[src/vld_pkg.sv]
// Shared types and constants for the vector L1/L2 distance unit.
// No dependencies; imported by every module of the block.
package vld_pkg;

  localparam int VAL_W      = 16;  // element width
  localparam int TERM_W     = 2 * VAL_W;  // squared difference
  localparam int SUM_W      = 47;  // running sum, saturating
  localparam int DIST_W     = 38;  // result, 8 fraction bits
  localparam int FRAC_W     = 8;
  localparam int ROOT_W     = 32;  // integer root of (sum << 16)
  localparam int RAD_W      = 2 * ROOT_W;
  localparam int REM_W      = ROOT_W + 1;
  localparam int ROOT_STEPS = ROOT_W;
  localparam int ITER_W     = $clog2(ROOT_STEPS);

  typedef enum logic [1:0] {
    S_RUN,
    S_LOAD,
    S_ROOT,
    S_PUBLISH
  } vld_state_t;

  // controller -> datapath
  typedef struct packed {
    logic accept;   // input transaction this cycle
    logic load;     // last term is in the term stage: close the sum
    logic step;     // one square-root iteration
    logic publish;  // write the result register
  } vld_cmd_t;

  // datapath -> controller
  typedef struct packed {
    logic mode_l1;   // mode of the term currently staged
    logic out_free;  // result register can take a new value
  } vld_status_t;

endpackage

[src/vld_ctrl.sv]
// Controller of the distance unit: state machine and square-root step counter.
// Depends on vld_pkg.
module vld_ctrl
  import vld_pkg::*;
(
  input  logic        clk,
  input  logic        rst,
  input  logic        in_valid,
  input  logic        last_element,
  output logic        in_ready,
  input  vld_status_t status,
  output vld_cmd_t    cmd
);

  vld_state_t         state, state_next;
  logic [ITER_W-1:0]  iter, iter_next;

  always_ff @(posedge clk) begin
    if (rst) begin
      state <= S_RUN;
      iter  <= '0;
    end else begin
      state <= state_next;
      iter  <= iter_next;
    end
  end

  always_comb begin
    state_next = state;
    iter_next  = iter;
    case (state)
      S_RUN: begin
        if (in_valid && last_element) begin
          state_next = S_LOAD;
        end
      end
      S_LOAD: begin
        iter_next  = '0;
        state_next = status.mode_l1 ? S_PUBLISH : S_ROOT;
      end
      S_ROOT: begin
        iter_next = iter + 1'b1;
        if (iter == ITER_W'(ROOT_STEPS - 1)) begin
          state_next = S_PUBLISH;
        end
      end
      S_PUBLISH: begin
        if (status.out_free) begin
          state_next = S_RUN;
        end
      end
      default: state_next = S_RUN;
    endcase
  end

  always_comb begin
    cmd         = '0;
    in_ready    = 1'b0;
    case (state)
      S_RUN: begin
        in_ready   = 1'b1;
        cmd.accept = in_valid;
      end
      S_LOAD:    cmd.load    = 1'b1;
      S_ROOT:    cmd.step    = 1'b1;
      S_PUBLISH: cmd.publish = status.out_free;
      default:   cmd         = '0;
    endcase
  end

endmodule

[src/vld_datapath.sv]
// Datapath of the distance unit: term stage, saturating accumulator,
// restoring square root (one root bit per step) and result register.
// Depends on vld_pkg.
module vld_datapath
  import vld_pkg::*;
(
  input  logic              clk,
  input  logic              rst,
  input  logic              cfg_valid,
  input  logic              cfg_data,
  input  logic [VAL_W-1:0]  value_a,
  input  logic [VAL_W-1:0]  value_b,
  input  logic              out_ready,
  output logic              out_valid,
  output logic [DIST_W-1:0] distance,
  input  vld_cmd_t          cmd,
  output vld_status_t       status
);

  logic               l1_mode;
  logic               term_valid;
  logic               term_mode;
  logic [TERM_W-1:0]  term;
  logic [SUM_W-1:0]   running_sum;
  logic [SUM_W-1:0]   final_sum;
  logic               final_mode;
  logic [RAD_W-1:0]   radicand;
  logic [REM_W-1:0]   rem;
  logic [ROOT_W-1:0]  root;

  logic [VAL_W-1:0]   diff;
  logic [TERM_W-1:0]  term_next;
  logic [SUM_W:0]     sum_add;
  logic [SUM_W-1:0]   sum_next;
  logic [REM_W+1:0]   rem_sh;
  logic [REM_W+1:0]   trial;
  logic [REM_W+1:0]   rem_sub;
  logic [DIST_W-1:0]  l1_dist;
  logic [DIST_W-1:0]  result;

  always_ff @(posedge clk) begin
    if (rst) begin
      l1_mode <= 1'b0;
    end else if (cfg_valid) begin
      l1_mode <= cfg_data;
    end
  end

  // stage 1: difference and term
  always_comb begin
    diff      = (value_a >= value_b) ? (value_a - value_b) : (value_b - value_a);
    term_next = l1_mode ? TERM_W'(diff) : (diff * diff);
  end

  always_ff @(posedge clk) begin
    if (rst) begin
      term_valid <= 1'b0;
    end else begin
      term_valid <= cmd.accept;
    end
  end

  always_ff @(posedge clk) begin
    if (cmd.accept) begin
      term      <= term_next;
      term_mode <= l1_mode;
    end
  end

  // stage 2: saturating accumulate
  always_comb begin
    sum_add  = {1'b0, running_sum} + (SUM_W + 1)'(term);
    sum_next = sum_add[SUM_W] ? {SUM_W{1'b1}} : sum_add[SUM_W-1:0];
  end

  always_ff @(posedge clk) begin
    if (rst) begin
      running_sum <= '0;
    end else if (cmd.load) begin
      running_sum <= '0;
    end else if (term_valid) begin
      running_sum <= sum_next;
    end
  end

  // square root of (sum << 16), two radicand bits per step
  always_comb begin
    rem_sh  = {rem, radicand[RAD_W-1 -: 2]};
    trial   = {1'b0, root, 2'b01};
    rem_sub = rem_sh - trial;
  end

  always_ff @(posedge clk) begin
    if (cmd.load) begin
      final_sum  <= sum_next;
      final_mode <= term_mode;
      radicand   <= {1'b0, sum_next, 16'b0};
      rem        <= '0;
      root       <= '0;
    end else if (cmd.step) begin
      radicand <= {radicand[RAD_W-3:0], 2'b00};
      if (rem_sh >= trial) begin
        rem  <= rem_sub[REM_W-1:0];
        root <= {root[ROOT_W-2:0], 1'b1};
      end else begin
        rem  <= rem_sh[REM_W-1:0];
        root <= {root[ROOT_W-2:0], 1'b0};
      end
    end
  end

  // result conversion and output register
  always_comb begin
    if (final_sum[SUM_W-1:DIST_W-FRAC_W] != '0) begin
      l1_dist = {DIST_W{1'b1}};
    end else begin
      l1_dist = {final_sum[DIST_W-FRAC_W-1:0], {FRAC_W{1'b0}}};
    end
    result = final_mode ? l1_dist : DIST_W'(root);
  end

  always_ff @(posedge clk) begin
    if (rst) begin
      out_valid <= 1'b0;
    end else if (cmd.publish) begin
      out_valid <= 1'b1;
    end else if (out_ready) begin
      out_valid <= 1'b0;
    end
  end

  always_ff @(posedge clk) begin
    if (cmd.publish) begin
      distance <= result;
    end
  end

  assign status.mode_l1  = term_mode;
  assign status.out_free = !out_valid || out_ready;

endmodule

[src/vector_l1_l2_distance_unit.sv]
// Top level of the vector L1/L2 distance unit.
// Depends on vld_pkg, vld_ctrl and vld_datapath.
//
// One input transaction carries one column of two vectors (value_a,
// value_b) and a last_element flag. Columns are taken one per clock;
// each one adds |a-b| (l1_mode = 1) or (a-b)^2 (l1_mode = 0) to a 47-bit
// sum that saturates rather than wraps. The column flagged last closes the
// vector pair: the block then stops taking columns until the result is
// published. In L1 mode the result is sum << 8, saturated to 38 bits; in
// L2 mode a restoring square root produces one bit of floor(sqrt(sum) * 256)
// per cycle. The result is written into an output register and one
// distance transaction is offered; the next vector pair can start as soon
// as the register is handed over, even while the result still waits. The
// sum is cleared after every result. l1_mode is written through the cfg
// channel (always ready) and should only change between pairs; each column
// uses the mode in force when it is taken.
module vector_l1_l2_distance_unit
  import vld_pkg::*;
(
  input  logic              clk,
  input  logic              rst,
  // configuration write channel
  input  logic              cfg_valid,
  output logic              cfg_ready,
  input  logic              cfg_data,
  // column input channel
  input  logic              in_valid,
  output logic              in_ready,
  input  logic [VAL_W-1:0]  value_a,
  input  logic [VAL_W-1:0]  value_b,
  input  logic              last_element,
  // distance output channel
  output logic              out_valid,
  input  logic              out_ready,
  output logic [DIST_W-1:0] distance
);

  vld_cmd_t    cmd;
  vld_status_t status;

  // config register has no side effects to wait on
  assign cfg_ready = 1'b1;

  vld_ctrl u_ctrl (
    .clk          (clk),
    .rst          (rst),
    .in_valid     (in_valid),
    .last_element (last_element),
    .in_ready     (in_ready),
    .status       (status),
    .cmd          (cmd)
  );

  vld_datapath u_datapath (
    .clk       (clk),
    .rst       (rst),
    .cfg_valid (cfg_valid),
    .cfg_data  (cfg_data),
    .value_a   (value_a),
    .value_b   (value_b),
    .out_ready (out_ready),
    .out_valid (out_valid),
    .distance  (distance),
    .cmd       (cmd),
    .status    (status)
  );

endmodule

[config.mk]
export PLATFORM = sky130hd
export DESIGN_NAME = vector_l1_l2_distance_unit
export DESIGN_NICKNAME = d
export VERILOG_FILES = /design/src/vld_pkg.sv /design/src/vld_ctrl.sv /design/src/vld_datapath.sv /design/src/vector_l1_l2_distance_unit.sv
export SDC_FILE = /design/constraint.sdc
export NUM_CORES = 1
export LEC_CHECK = 0
export BUFFER_PORTS_ARGS = -buffer_cell sky130_fd_sc_hd__buf_2
export CAP_MARGIN = 20
export CORE_MARGIN = 1
export CORE_UTILIZATION = 55
export CTS_CLUSTER_SIZE = 28
export DETAILED_ROUTE_END_ITERATION = 16
export PLACE_DENSITY_LB_ADDON = 0.12
export SLEW_MARGIN = 10
export SYNTH_ARGS = -nofsm -noshare
export SYNTH_HDL_FRONTEND = slang
export SYNTH_SLANG_ARGS = --single-unit
[constraint.sdc]
create_clock -name clk -period 10.21 [get_ports clk]
set_clock_uncertainty 0.15 [all_clocks]
set_input_delay 1.5315 -clock clk [delete_from_list [all_inputs] [get_ports clk]]
set_output_delay 1.5315 -clock clk [all_outputs]
set_load 0.02 [all_outputs]
# ---- Word-level counts from Yosys, hierarchy flattened
# Cells that the tools add are included.
dict set report word_totals {
  register_bits 289
  inputBits 39
  output_inout_bits 41
  wordCells 64
}
dict set report classes {
  n_addsub 5
  mul 1
  order_cmp 2
  n_eq_ne 7
  n_mux 22
  reduce_logical 10
}
# operator n
set ops {}
lappend ops {{63-bit two-way mux} 2}
lappend ops {{47-bit by 32-bit adder with 48-bit output} 1}
lappend ops {{47-bit two-way mux} 1}
lappend ops {{38-bit two-way mux} 1}
lappend ops {{35-bit by 34-bit greater-or-equal comparator with 1-bit output} 1}
lappend ops {{33-bit two-way mux} 1}
lappend ops {{33-bit subtractor} 1}
lappend ops {{16-bit by 16-bit multiplier with 32-bit output} 1}
lappend ops {{16-bit two-way mux} 2}
lappend ops {{32-bit two-way mux} 1}
lappend ops {{16-bit subtractor} 2}
lappend ops {{17-bit nonzero test} 1}
lappend ops {{16-bit greater-or-equal comparator} 1}
lappend ops {{5-bit case mux with 2 select lines} 1}
lappend ops {{1-bit two-way mux} 9}
lappend ops {{2-bit case mux with 4 select lines} 1}
lappend ops {{2-bit two-way mux} 3}
lappend ops {{2-bit by 1-bit != test with 1-bit output, second input constant} 3}
lappend ops {{2-bit nonzero test} 3}
lappend ops {{5-bit by 1-bit adder with 5-bit output, second input constant} 1}
lappend ops {{5-bit == test, second input constant} 1}
lappend ops {{2-bit == test, second input constant} 2}
lappend ops {{3-bit AND reduction} 1}
lappend ops {{2-bit by 1-bit == test with 1-bit output, second input constant} 1}
lappend ops {{5 further kinds} 5}

# ---- Logic depth before layout (Yosys ltp)
dict set report logic_depth {
  word_depth 4
  depth_mapped 38
  mapped_depth_nobuf 36
}

# ---- Modules after synthesis
# From an unflattened synthesis, not the netlist that was laid out.
dict set report hier_totals {
  cells_unflattened 2673
  area_unflattened_um2 24071.8
}
# module n_inst cells_each area_per_inst_um2 seq_area_each_um2
set modules_own_cells {}
lappend modules_own_cells {vld_datapath 1 2620 23611.4 7307.0}
lappend modules_own_cells {vld_ctrl 1 51 449.2 140.1}
lappend modules_own_cells {vector_l1_l2_distance_unit 1 2 11.3 0.0}

# ---- Worst setup path after synthesis
# No wires, ideal clock.
dict set report synth_path {
  path_type {input port to flip-flop}
  from {in value_a[5]}
  to {reg u_datapath.term[30] (data pin)}
  setup_time_ns 0.147
  arrival_ns 9.362
  required_time_ns 9.913
  slack_ns 0.551
  cell_stages 35
  n_path_buf 3
  cell_sequence {inv_1 > ha_1 > buf_6 > a21o_1 > a31o_1 > a2111o_1 > a41oi_2 > buf_6 > nand2_1 > o31a_2 > a221oi_1 > xnor2_1 > buf_2 > nand2_1 > fa_1 > inv_1 > fa_1 > inv_1 > fa_1 > inv_1 > fa_1 > fa_1 > inv_1 > fa_1 > inv_1 > ha_1 > a21o_1 > a21oi_1 > o21ai_0 > a21oi_1 > o2111ai_1 > nand3_1 > o221a_2 > or4_1 > a21oi_1}
}
dict set report synth_between {
  elab_chain_cells 3
}
# item line
set synth_rtl {}
lappend synth_rtl {{start, declared} vector_l1_l2_distance_unit.sv:29} ;# input logic [VAL_W-1:0] value_a,
lappend synth_rtl {{16-bit subtractor / 16-bit greater-or-equal comparator (equally long branches)} vld_datapath.sv:51} ;# diff = (value_a >= value_b) ? (value_a - value_b) : (value_b - value_a);
lappend synth_rtl {{16-bit two-way mux *} vld_datapath.sv:51}
lappend synth_rtl {{16-bit by 16-bit multiplier with 32-bit output *} vld_datapath.sv:52} ;# term_next = l1_mode ? TERM_W'(diff) : (diff * diff);
lappend synth_rtl {{end signal, assigned} vld_datapath.sv:65} ;# term <= term_next;
lappend synth_rtl {{end, declared} vld_datapath.sv:23} ;# logic [TERM_W-1:0] term;
# Every way passes the cells marked *; elsewhere a longest branch is shown, timed or not.
# A chain may end at the register's enable or synchronous reset.

# ---- Worst setup path after layout
dict set report layout_path {
  from {in value_a[0]}
  to {reg u_datapath.term[28] (data pin)}
}
# Same word-level chain as after synthesis.

==> impl_summary.md <==
Run status
The flow ran to the end, and the final reports show no timing, DRC or antenna violations.

Timing
After routing, the total negative slack on setup checks comes to 0 ns. Setup violations remaining at the end of the flow were counted as 0. The worst path setup slack after routing is 0.4788 ns. The routed design could run at a clock period as short as just under 10 ns. The worst slew margin relative to its limit is 30.28%. Based on the critical path, the design can be clocked at up to 0.1028 GHz. Of the available clock period, the critical path in the final layout requires 95.31%. Setup repair after global routing left no endpoint under its margin. The number of pins exceeding their max-slew limit in the final report is 0. The slew of the pin with the lowest slew margin is about 1.0 ns. The final hold violation count was 0.

Final layout
The share of post-route cells with drive strength above 1 is roughly 8.7%. Compared with the post-synthesis result, the final layout area differs by 8.563%. The number of antenna cells inserted is 0.

The number of nets in the finished design is 3122. For this run, the share of the core covered by cells in the final layout is approximately 60%. The final non-filler cell total is approximately 3300.

Setup path
The critical path start-end classification is in2reg. The worst setup path is captured at a register. For this design, the slowest cell found on the critical path is sky130_fd_sc_hd__fa_1. The number of buffers and inverters on the critical path is 9. The critical path's top delay family is adder cells. The highest fanout seen on the critical path is 7. The dominant cell type by count on the critical path is sky130_fd_sc_hd__fa_1. For this run, the slowest stage of the critical path takes 0.56 ns. Data on the critical path arrives at its endpoint at between 9 and 10 ns. For the worst setup path, the data required time is ~10 ns. The category of the worst setup path launch point is a primary input.

Yosys
The fraction of registers with async set or reset after synthesis is 0%. The cell count after synthesis is 2677. A synthesized cell averages 9.012 sq um.

The number of flops mapped to enable cells by yosys is 166. The Yosys warning count is 0. The number of distinct library cell variants in the gate-level netlist after synthesis is 83. The cell area after synthesis is 24130 sq um. Summing the sequential cell areas from Yosys gives 30.87% of the chip area.

In this run, synthesis produced a sequential element count of 289. The top flip-flop cell by instance count after synthesis is sky130_fd_sc_hd__edfxtp_1. When the netlist entered floorplanning its net count stood at 3082.

Placement
The port buffer count is just under 80. The total placed cells including tap cells is 3271. OpenSTA, run right after detailed placement, puts the worst setup slack at -0.06518 ns.

Detailed placement finished with a half-perimeter wire length of ~45 mm. The congestion estimate from routability-driven global placement came to 0.9331.

Route
In the routed layout, each cell is associated on average with a via count of 5.718. The number of detailed-routing iterations run before antenna repair is 7. The via count of the routed design is about 19000. The detail route stage leaves a number of antenna-violating nets equal to 0.

The aggregate routed wire length is 58.90 mm. For this run, design rule violations remaining after detail routing come to 0. Dividing the detail-routed wire length by the instance count gives 17.72 microns. The first routing iteration left 1329 violations.

Floorplanning
The die is about 210 microns wide. The floorplan has 76 rows. The die outline height is 211.4 microns. The core region is about 43000 sq um. The overall die area is 44710 sq um.

The effective utilization at floorplan is 55.88%. 80 I/O pins were placed.

GRT
The global-route wire length before repair is 95.16 mm. Entering global routing, the biggest net connects 86 pins. The initial antenna violation count is 0. Across every metal layer, demand over resource in global routing totals 26.64%. The number of global-route vias before repair is 18500. The total congestion overflow is 0.

Clocking
The tree is rooted in a sky130_fd_sc_hd__clkbuf_16. After clock tree synthesis, the clock-pin slew on the worst setup and hold paths is about 0.070 ns. The number of setup buffers added after CTS is 0.

The number of buffers added to fix hold violations after cts is 0. The count of clock tree sinks is 289. The TritonCTS buffer count is 28. CTS built an H-tree with a depth of 1. TritonCTS built the clock tree. After clock tree synthesis, the repair step resized 0 gates. At the later pin of the worst-skew pair, clock insertion delay measures between 0.5 and 0.6 ns.

No sink is reached through more buffers than the 3 on the longest clock path.

Worst hold path
The path category of the worst min-delay check is reg2reg.

Flow run
The number of maximum-capacitance constraint violations is 0.
[cell families (layout without fill, tap and decap cells)]
kind of cell             count (synthesis)  in the layout  share of synthesized area (%)
multiplexers                            49             49                          2.064
buffers and inverters                  496            558                          8.199
other                                    1              1                        0.01554
AO/OA/AOI/OAI                          585            585                          16.08
XOR/XNOR                                98             98                          3.620
flip-flops                             289            289                          30.87
AND/OR/NAND/NOR                        793            793                          14.95
adder cells (fa/ha/maj)                366            366                          24.21
[worst register-to-register path: stages, from the launching register on]
cell	delay (ns)
sky130_fd_sc_hd__edfxtp_1	0.40
sky130_fd_sc_hd__ha_1	0.40
sky130_fd_sc_hd__a21o_1	0.25
sky130_fd_sc_hd__o21bai_1	0.16
sky130_fd_sc_hd__a221oi_1	0.34
sky130_fd_sc_hd__o21a_1	0.21
sky130_fd_sc_hd__nand4b_1	0.12
sky130_fd_sc_hd__a21oi_1	0.82
sky130_fd_sc_hd__or3_1	0.45
sky130_fd_sc_hd__buf_4	0.41
sky130_fd_sc_hd__o21a_1	0.28
sky130_fd_sc_hd__a21oi_1	0.08
[synthesized netlist by cell type, types with 11 or more instances]
master	number	share of area, %
sky130_fd_sc_hd__inv_1	362	5.6
sky130_fd_sc_hd__nor2_1	298	4.6
sky130_fd_sc_hd__nand2_1	239	3.7
sky130_fd_sc_hd__ha_1	198	10
sky130_fd_sc_hd__a21oi_1	171	3.5
sky130_fd_sc_hd__fa_1	168	14
sky130_fd_sc_hd__edfxtp_1	166	21
sky130_fd_sc_hd__dfxtp_1	123	10
sky130_fd_sc_hd__clkbuf_1	100	1.6
sky130_fd_sc_hd__o21ai_0	86	1.8
sky130_fd_sc_hd__a21o_1	69	2.1
sky130_fd_sc_hd__xnor2_1	59	2.1
sky130_fd_sc_hd__mux2i_1	43	1.8
sky130_fd_sc_hd__nand3_1	43	0.89
sky130_fd_sc_hd__a211oi_1	39	1.2
sky130_fd_sc_hd__o211ai_1	38	1.2
sky130_fd_sc_hd__nor3_1	37	0.77
sky130_fd_sc_hd__xor2_1	37	1.3
sky130_fd_sc_hd__a311oi_1	30	1.1
sky130_fd_sc_hd__nand4_1	25	0.65
sky130_fd_sc_hd__a31oi_1	24	0.62
sky130_fd_sc_hd__and2_1	24	0.62
sky130_fd_sc_hd__nor2b_1	20	0.52
sky130_fd_sc_hd__nand2b_1	18	0.47
sky130_fd_sc_hd__o21bai_1	18	0.56
sky130_fd_sc_hd__o21a_1	16	0.50
sky130_fd_sc_hd__or3_1	16	0.41
sky130_fd_sc_hd__and3_1	15	0.39
sky130_fd_sc_hd__and4_1	12	0.44
sky130_fd_sc_hd__buf_2	12	0.25
sky130_fd_sc_hd__o31ai_1	12	0.37
sky130_fd_sc_hd__buf_6	11	0.51
[worst paths after layout]
kind	depth (start not counted)	start	end	slack, ns
setup reg to reg	11	u_datapath.term[18]$_SDFFCE_PP0P_	u_datapath.radicand[24]$_DFFE_PP_	5.86
setup / recovery	36	value_a[0]	u_datapath.term[28]$_SDFFCE_PP0P_	0.48
hold / removal	0	u_datapath.term_mode$_DFFE_PP_	u_datapath.final_mode$_DFFE_PP_	0.31
hold reg to reg	0	u_datapath.term_mode$_DFFE_PP_	u_datapath.final_mode$_DFFE_PP_	0.31
[placed cells by master, fill, tap and decap left out, types with 30 or more instances in the layout]
cell,count
sky130_fd_sc_hd__o21ai_0,86
sky130_fd_sc_hd__fa_1,168
sky130_fd_sc_hd__a21oi_1,171
sky130_fd_sc_hd__xnor2_1,58
sky130_fd_sc_hd__dfxtp_1,122
sky130_fd_sc_hd__a211oi_1,39
sky130_fd_sc_hd__nand3_1,43
sky130_fd_sc_hd__nor2_1,297
sky130_fd_sc_hd__buf_2,79
sky130_fd_sc_hd__a311oi_1,30
sky130_fd_sc_hd__o211ai_1,38
sky130_fd_sc_hd__inv_1,362
sky130_fd_sc_hd__buf_4,59
sky130_fd_sc_hd__nand2_1,239
sky130_fd_sc_hd__mux2i_1,43
sky130_fd_sc_hd__a21o_1,69
sky130_fd_sc_hd__xor2_1,37
sky130_fd_sc_hd__ha_1,195
sky130_fd_sc_hd__edfxtp_1,166
sky130_fd_sc_hd__nor3_1,36
[metrics by stage]
stage               hold WS (ns)  area (sq um)
detailed placement        0.2955         25170
global placement          0.2977         25160
floorplan                 0.2564         24130
CTS                       0.3096         26160
finish                    0.3089         26190
global route              0.3384         26190
[final cells by class]
type                    count  area, sq um
flip-flops and latches    289         7448
clock inverters            19        245.2
multi-input cells        1892        14760
clock buffers              33        750.7
fillers                  3823        16980
inverters                 366         1374
well taps                 585        732.0
repair buffers            140        878.3
[state kept, by name, indices dropped and copies added, names as in the netlist]
| signal | cells |
|---|---|
| u_datapath.term_valid | 1 |
| u_datapath.radicand | 48 |
| u_datapath.rem | 33 |
| u_datapath.running_sum | 47 |
| u_datapath.out_valid | 1 |
| u_datapath.term | 32 |
| u_datapath.root | 32 |
| u_datapath.term_mode | 1 |
| u_datapath.final_mode | 1 |
| u_datapath.distance | 38 |
| u_ctrl.iter | 5 |
| u_ctrl.state | 2 |
| u_datapath.l1_mode | 1 |
| u_datapath.final_sum | 47 |
[layer usage]
layer | vias to the layer above | share of wire, % | track usage [%]
li1 | 9228 | - | -
met1 | 9165 | 44 | 35.31
met2 | 517 | 48 | 45.46
met3 | 95 | 5.3 | 3.056
met4 | 0 | 2.8 | 8.471
met5 | - | 0 | 0
Power is left out: the tool's default activity adds up to more than one toggle a clock period on the data nets, which glitch-free logic cannot reach.
